<file path="src/sv/bpa_pkg.sv">
`timescale 1ns / 1ps
// ----------------------------------------------------------------------------
// bpa_pkg
// Shared constants, payload types and control types of the buddy allocator.
// ----------------------------------------------------------------------------
package bpa_pkg;

   localparam int MAX_PAGES  = 4096;
   localparam int NUM_ORDERS = 16;

   localparam int PAGE_W = $clog2(MAX_PAGES);
   localparam int LINK_W = PAGE_W + 1;
   localparam int ORD_W  = $clog2(NUM_ORDERS);
   localparam int BASE_W = 20;
   localparam int CNT_W  = 13;
   localparam int ABS_W  = BASE_W + 1;
   localparam int BIG_W  = ((PAGE_W > NUM_ORDERS) ? PAGE_W : NUM_ORDERS) + 1;

   localparam logic [LINK_W-1:0] NIL = LINK_W'(MAX_PAGES);

   localparam int CSR_ADDR_W = 4;
   localparam int CSR_DATA_W = 32;

   localparam logic [1:0] OP_INIT  = 2'd0;
   localparam logic [1:0] OP_ALLOC = 2'd1;
   localparam logic [1:0] OP_FREE  = 2'd2;

   localparam logic [1:0] RS_OK    = 2'd0;
   localparam logic [1:0] RS_NOMEM = 2'd1;
   localparam logic [1:0] RS_RANGE = 2'd2;
   localparam logic [1:0] RS_FREED = 2'd3;

   localparam logic [1:0] REG_BASE  = 2'd0;
   localparam logic [1:0] REG_COUNT = 2'd1;
   localparam logic [1:0] REG_USED  = 2'd2;

   localparam logic [BASE_W-1:0] BASE_RST  = '0;
   localparam logic [CNT_W-1:0]  COUNT_RST = CNT_W'(4096);
   localparam logic              USED_RST  = 1'b0;

   typedef struct packed {
      logic [1:0]        op;
      logic [ORD_W-1:0]  order;
      logic [PAGE_W-1:0] page_index;
   } req_type;

   typedef struct packed {
      logic [1:0]        status;
      logic [PAGE_W-1:0] block_page;
      logic [ORD_W-1:0]  block_order;
   } rsp_type;

   typedef enum logic [4:0] {
      DP_NOP,
      DP_LATCH,
      DP_INIT_START,
      DP_INIT_PAGE,
      DP_INIT_LINK,
      DP_A_SEARCH,
      DP_SPLIT_RD,
      DP_SPLIT_UNL,
      DP_SPLIT_PH1,
      DP_SPLIT_PH2,
      DP_SPLIT_PH3,
      DP_FIN_RD,
      DP_FIN_UNL,
      DP_F_RD,
      DP_F_CHK,
      DP_M_CALC,
      DP_M_CHK,
      DP_F_PH1,
      DP_F_PH2,
      DP_MARK,
      DP_LOAD_OUT
   } dp_op_type;

   typedef enum logic [4:0] {
      CS_IDLE,
      CS_INIT_START,
      CS_INIT_PAGE,
      CS_INIT_LINK,
      CS_A_SEARCH,
      CS_SPLIT_RD,
      CS_SPLIT_UNL,
      CS_SPLIT_PH1,
      CS_SPLIT_PH2,
      CS_SPLIT_PH3,
      CS_FIN_RD,
      CS_FIN_UNL,
      CS_F_RD,
      CS_F_CHK,
      CS_M_CALC,
      CS_M_CHK,
      CS_F_PH1,
      CS_F_PH2,
      CS_MARK,
      CS_DONE
   } ctl_state_type;

   typedef struct packed {
      logic found;
      logic more;
      logic init_end;
      logic need_link;
      logic range_err;
      logic free_err;
      logic merge_stop;
      logic buddy_ok;
      logic mark_done;
      logic out_free;
   } dp_stat_type;

endpackage

</file>
<file path="src/sv/bpa_ctrl.sv">
`timescale 1ns / 1ps
// ----------------------------------------------------------------------------
// bpa_ctrl
// Sequencer of the allocator: walks each request through its micro-steps.
// ----------------------------------------------------------------------------
module bpa_ctrl import bpa_pkg::*; (
   input  logic        clock,
   input  logic        reset,
   input  logic        req_valid,
   input  logic [1:0]  req_op,
   input  dp_stat_type dp_stat,
   output dp_op_type   dp_op,
   output logic        req_stall
);

   ctl_state_type state_ff, state_in;

   always_ff @(posedge clock) begin
      if (reset) begin
         state_ff <= CS_IDLE;
      end else begin
         state_ff <= state_in;
      end
   end

   always_comb begin
      state_in  = state_ff;
      dp_op     = DP_NOP;
      req_stall = (state_ff != CS_IDLE);
      unique case (state_ff)
         CS_IDLE: begin
            if (req_valid) begin
               dp_op = DP_LATCH;
               case (req_op)
                  OP_INIT:  state_in = CS_INIT_START;
                  OP_ALLOC: state_in = CS_A_SEARCH;
                  OP_FREE:  state_in = CS_F_RD;
                  default:  state_in = CS_DONE;
               endcase
            end
         end
         CS_INIT_START: begin
            dp_op    = DP_INIT_START;
            state_in = CS_INIT_PAGE;
         end
         CS_INIT_PAGE: begin
            dp_op = DP_INIT_PAGE;
            if (dp_stat.init_end) begin
               state_in = CS_DONE;
            end else if (dp_stat.need_link) begin
               state_in = CS_INIT_LINK;
            end
         end
         CS_INIT_LINK: begin
            dp_op    = DP_INIT_LINK;
            state_in = CS_INIT_PAGE;
         end
         CS_A_SEARCH: begin
            dp_op = DP_A_SEARCH;
            if (!dp_stat.found) begin
               state_in = CS_DONE;
            end else if (dp_stat.more) begin
               state_in = CS_SPLIT_RD;
            end else begin
               state_in = CS_FIN_RD;
            end
         end
         CS_SPLIT_RD: begin
            dp_op    = DP_SPLIT_RD;
            state_in = CS_SPLIT_UNL;
         end
         CS_SPLIT_UNL: begin
            dp_op    = DP_SPLIT_UNL;
            state_in = CS_SPLIT_PH1;
         end
         CS_SPLIT_PH1: begin
            dp_op    = DP_SPLIT_PH1;
            state_in = CS_SPLIT_PH2;
         end
         CS_SPLIT_PH2: begin
            dp_op    = DP_SPLIT_PH2;
            state_in = CS_SPLIT_PH3;
         end
         CS_SPLIT_PH3: begin
            dp_op    = DP_SPLIT_PH3;
            state_in = dp_stat.more ? CS_SPLIT_RD : CS_FIN_RD;
         end
         CS_FIN_RD: begin
            dp_op    = DP_FIN_RD;
            state_in = CS_FIN_UNL;
         end
         CS_FIN_UNL: begin
            dp_op    = DP_FIN_UNL;
            state_in = CS_MARK;
         end
         CS_F_RD: begin
            dp_op    = DP_F_RD;
            state_in = dp_stat.range_err ? CS_DONE : CS_F_CHK;
         end
         CS_F_CHK: begin
            dp_op    = DP_F_CHK;
            state_in = dp_stat.free_err ? CS_DONE : CS_M_CALC;
         end
         CS_M_CALC: begin
            dp_op    = DP_M_CALC;
            state_in = dp_stat.merge_stop ? CS_F_PH1 : CS_M_CHK;
         end
         CS_M_CHK: begin
            dp_op    = DP_M_CHK;
            state_in = dp_stat.buddy_ok ? CS_M_CALC : CS_F_PH1;
         end
         CS_F_PH1: begin
            dp_op    = DP_F_PH1;
            state_in = CS_F_PH2;
         end
         CS_F_PH2: begin
            dp_op    = DP_F_PH2;
            state_in = CS_MARK;
         end
         CS_MARK: begin
            dp_op = DP_MARK;
            if (dp_stat.mark_done) begin
               state_in = CS_DONE;
            end
         end
         CS_DONE: begin
            // hold the result until the output register frees up
            if (dp_stat.out_free) begin
               dp_op    = DP_LOAD_OUT;
               state_in = CS_IDLE;
            end
         end
         default: begin
            state_in = CS_IDLE;
         end
      endcase
   end

endmodule

</file>
<file path="config.mk">
export PLATFORM = sky130hd
export DESIGN_NAME = bpa_ctrl
export DESIGN_NICKNAME = d
export VERILOG_FILES = /design/src/sv/bpa_pkg.sv /design/src/sv/bpa_ctrl.sv
export SDC_FILE = /design/constraint.sdc
export NUM_CORES = 1
export LEC_CHECK = 0
export BUFFER_PORTS_ARGS = -buffer_cell sky130_fd_sc_hd__buf_2
export CORE_UTILIZATION = 58
export CTS_BUF_LIST = sky130_fd_sc_hd__clkbuf_2 sky130_fd_sc_hd__clkbuf_4 sky130_fd_sc_hd__clkbuf_8
export DETAILED_ROUTE_END_ITERATION = 10
export PLACE_DENSITY_LB_ADDON = 0.25
export SYNTH_ARGS = -nofsm -noshare
export SYNTH_HDL_FRONTEND = slang
export SYNTH_SLANG_ARGS = --single-unit
</file>
<file path="constraint.sdc">
create_clock -name clock -period 3 [get_ports clock]
set_clock_uncertainty 0.15 [all_clocks]
set_input_delay 0.45 -clock clock [delete_from_list [all_inputs] [get_ports clock]]
set_output_delay 0.45 -clock clock [all_outputs]
set_load 0.01 [all_outputs]
</file>
==> results.ini <==
[grt]
gr-total-overflow = 0
grt_use_met3 = 0.0170
met1_usage = 0.446
met2_usage = 0.471
grt_pass1_vias = 715
track_usage = 0.304
grt_max_degree = 26
grt_pass1_wl_mm = 3.26
grt.busiest_layer = met2
antenna_found_initial = 0

[synthesis]
synth-seq-cells = 5
syn-num-nets = 138
synth-edff-count = 0
synthDistinctLibCells = 46
synth_cells = 120
async_flop_share = 0
yosysWarnings = 0
seq_area_frac_synth = 0.121
syn_area_per_cell_um2 = 6.89
syn-cell-area_um2 = 827
dominantRegCellSynth = dfxtp_1

[clocking]
ctsHtreeMaxLevel = 1
cts_sinks = 5
cts-root-buf = clkbuf_4
cts_setup_buffers = 0
clockBufferDepth = 2
ctsHoldBuffers = 0
cts_buffers = 3
clk_latency_ps = 260
cts_resized = 0
clk_pin_slew_ps = 60
cts_tree = done

[floorplan]
core_um2 = 1320
die_w_um = 39.8
ioPinCount = 21
dieArea_um2 = 1580
fp.dieH_um = 39.8
rows = 13
initial_core_util = 0.628

[place]
place.gp.congestion = 0.955
dp_slack_ps = 759
numPortBuffers = 20
dp_hpwl_mm = 1.52

[timing]
setup-violations-final = 0
fmax_mhz = 398
fin_crit_ps = 2510
rsz0062_at_grt = false
tightest_slew_ps = 706
final-max-slew-violation-count = 0
setup_tns_ps = 0
fin_ws_ps = 489
slew_headroom = 0.529
min_period_over_period = 0.837
hold_viol_final = 0

[pwr]
powerDensity_nw_per_um2 = 903
ir_drop_mv = 0.589
p_leak_nw = 0.397
power_uw = 810

[cells_and_area]
top_register = state_ff
largest_reg_flops = 5
reg_top3 = state_ff x5
drive_gt1_frac = 0.209
final_common_cell = buf_2
areaGrowthSynthToFinish_pct = 8.47
nNetsFinal = 153
layout_common_cells = buf_2, nand2_1, nor2_1, a21oi_1, inv_1
num_antenna_cells = 0

[setup_path]
critPathKind = reg2out
required_ps = 2400
cp-start-kind = flop
endpoint_kind = output port
critPathArrivalTime_ps = 1910
critPathMaxFanout = 20

[detailed_routing]
vias = 972
drt_first_pass_iters = 4
ant_nets = 0
routed_wirelength_mm = 2.12
drt-initial-drc-count = 62
via_per_inst = 6.52
drc = 0
avgRoutedWirePerCell_um = 14.2

[outcome]
outcome = completed

[run]
cap_viol_max_count = 0

[min_path]
hp-class = in2reg

## path summary, 6_finish.rpt
| path | start | end | slack (ps) | depth (start not counted) |
|---|---|---|---|---|
| min reg2reg | state_ff[4] | state_ff[4] | 710 | 2 |
| max reg2reg | state_ff[0] | state_ff[1] | 850 | 5 |
| min | reset | state_ff[2] | 280 | 2 |
| max | state_ff[0] | dp_op[4] | 490 | 4 |
## worst max-delay path, stage by stage (launching register included)
cell and delay, ps:
dfxtp_1 740, nand2_1 310, nor3_1 330, o21bai_1 150, buf_2 140
## cells by family after synthesis
family | Yosys count | synth area share
adder cells (fa/ha/maj) | 3 | 0.0454
AO/OA/AOI/OAI | 36 | 0.306
XOR/XNOR | 2 | 0.0212
AND/OR/NAND/NOR | 57 | 0.372
multiplexers | 1 | 0.0121
buffers and inverters | 16 | 0.123
flip-flops | 5 | 0.121
## area by class of cell
class                           instances  area, um^2
Fill cell                             141         420
Inverter                                6        22.5
Timing Repair Buffer                   20         100
Tap cell                               15        18.8
Clock buffer                            4        30.0
Sequential cell                         5         100
Multi-Input combinational cell         99         626
## Yosys cell counts (all sizes together) (3+ instances only)
master,number,area [um^2]
a21oi,9,45.0
and3,3,18.8
buf,9,75.1
dfxtp,5,100
ha,3,37.5
inv,6,22.5
nand2,11,41.3
nand3,6,35.0
nand4,4,25.0
nor2,10,37.5
nor3,5,25.0
o21ai,5,25.0
o31ai,3,22.5
## layer usage
layer  share of wire  wire length (um)  up-vias
met1            0.43               909      437
met2            0.47              1000       56
met4          0.0090                19        0
li1                -                 -      477
met5               0                 0        -
met3           0.090               190        2
## power breakdown
part           internal (mW)  switching (mW)
Combinational          0.236           0.268
Clock                 0.0596          0.0326
Sequential            0.0907           0.122
## per-stage QoR
step / cell area (um^2) / hold slack, ps / utilization / std cells
floorplan: 827 / 369 / - / 120
global placement: 867 / 532 / 0.658 / 145
detailed placement: 867 / 532 / 0.658 / 145
CTS: 897 / 277 / 0.681 / 149
global route: 897 / 285 / 0.681 / 149
finish: 897 / 280 / 0.681 / 149
No activity file was read; power rests on OpenSTA's default activity.
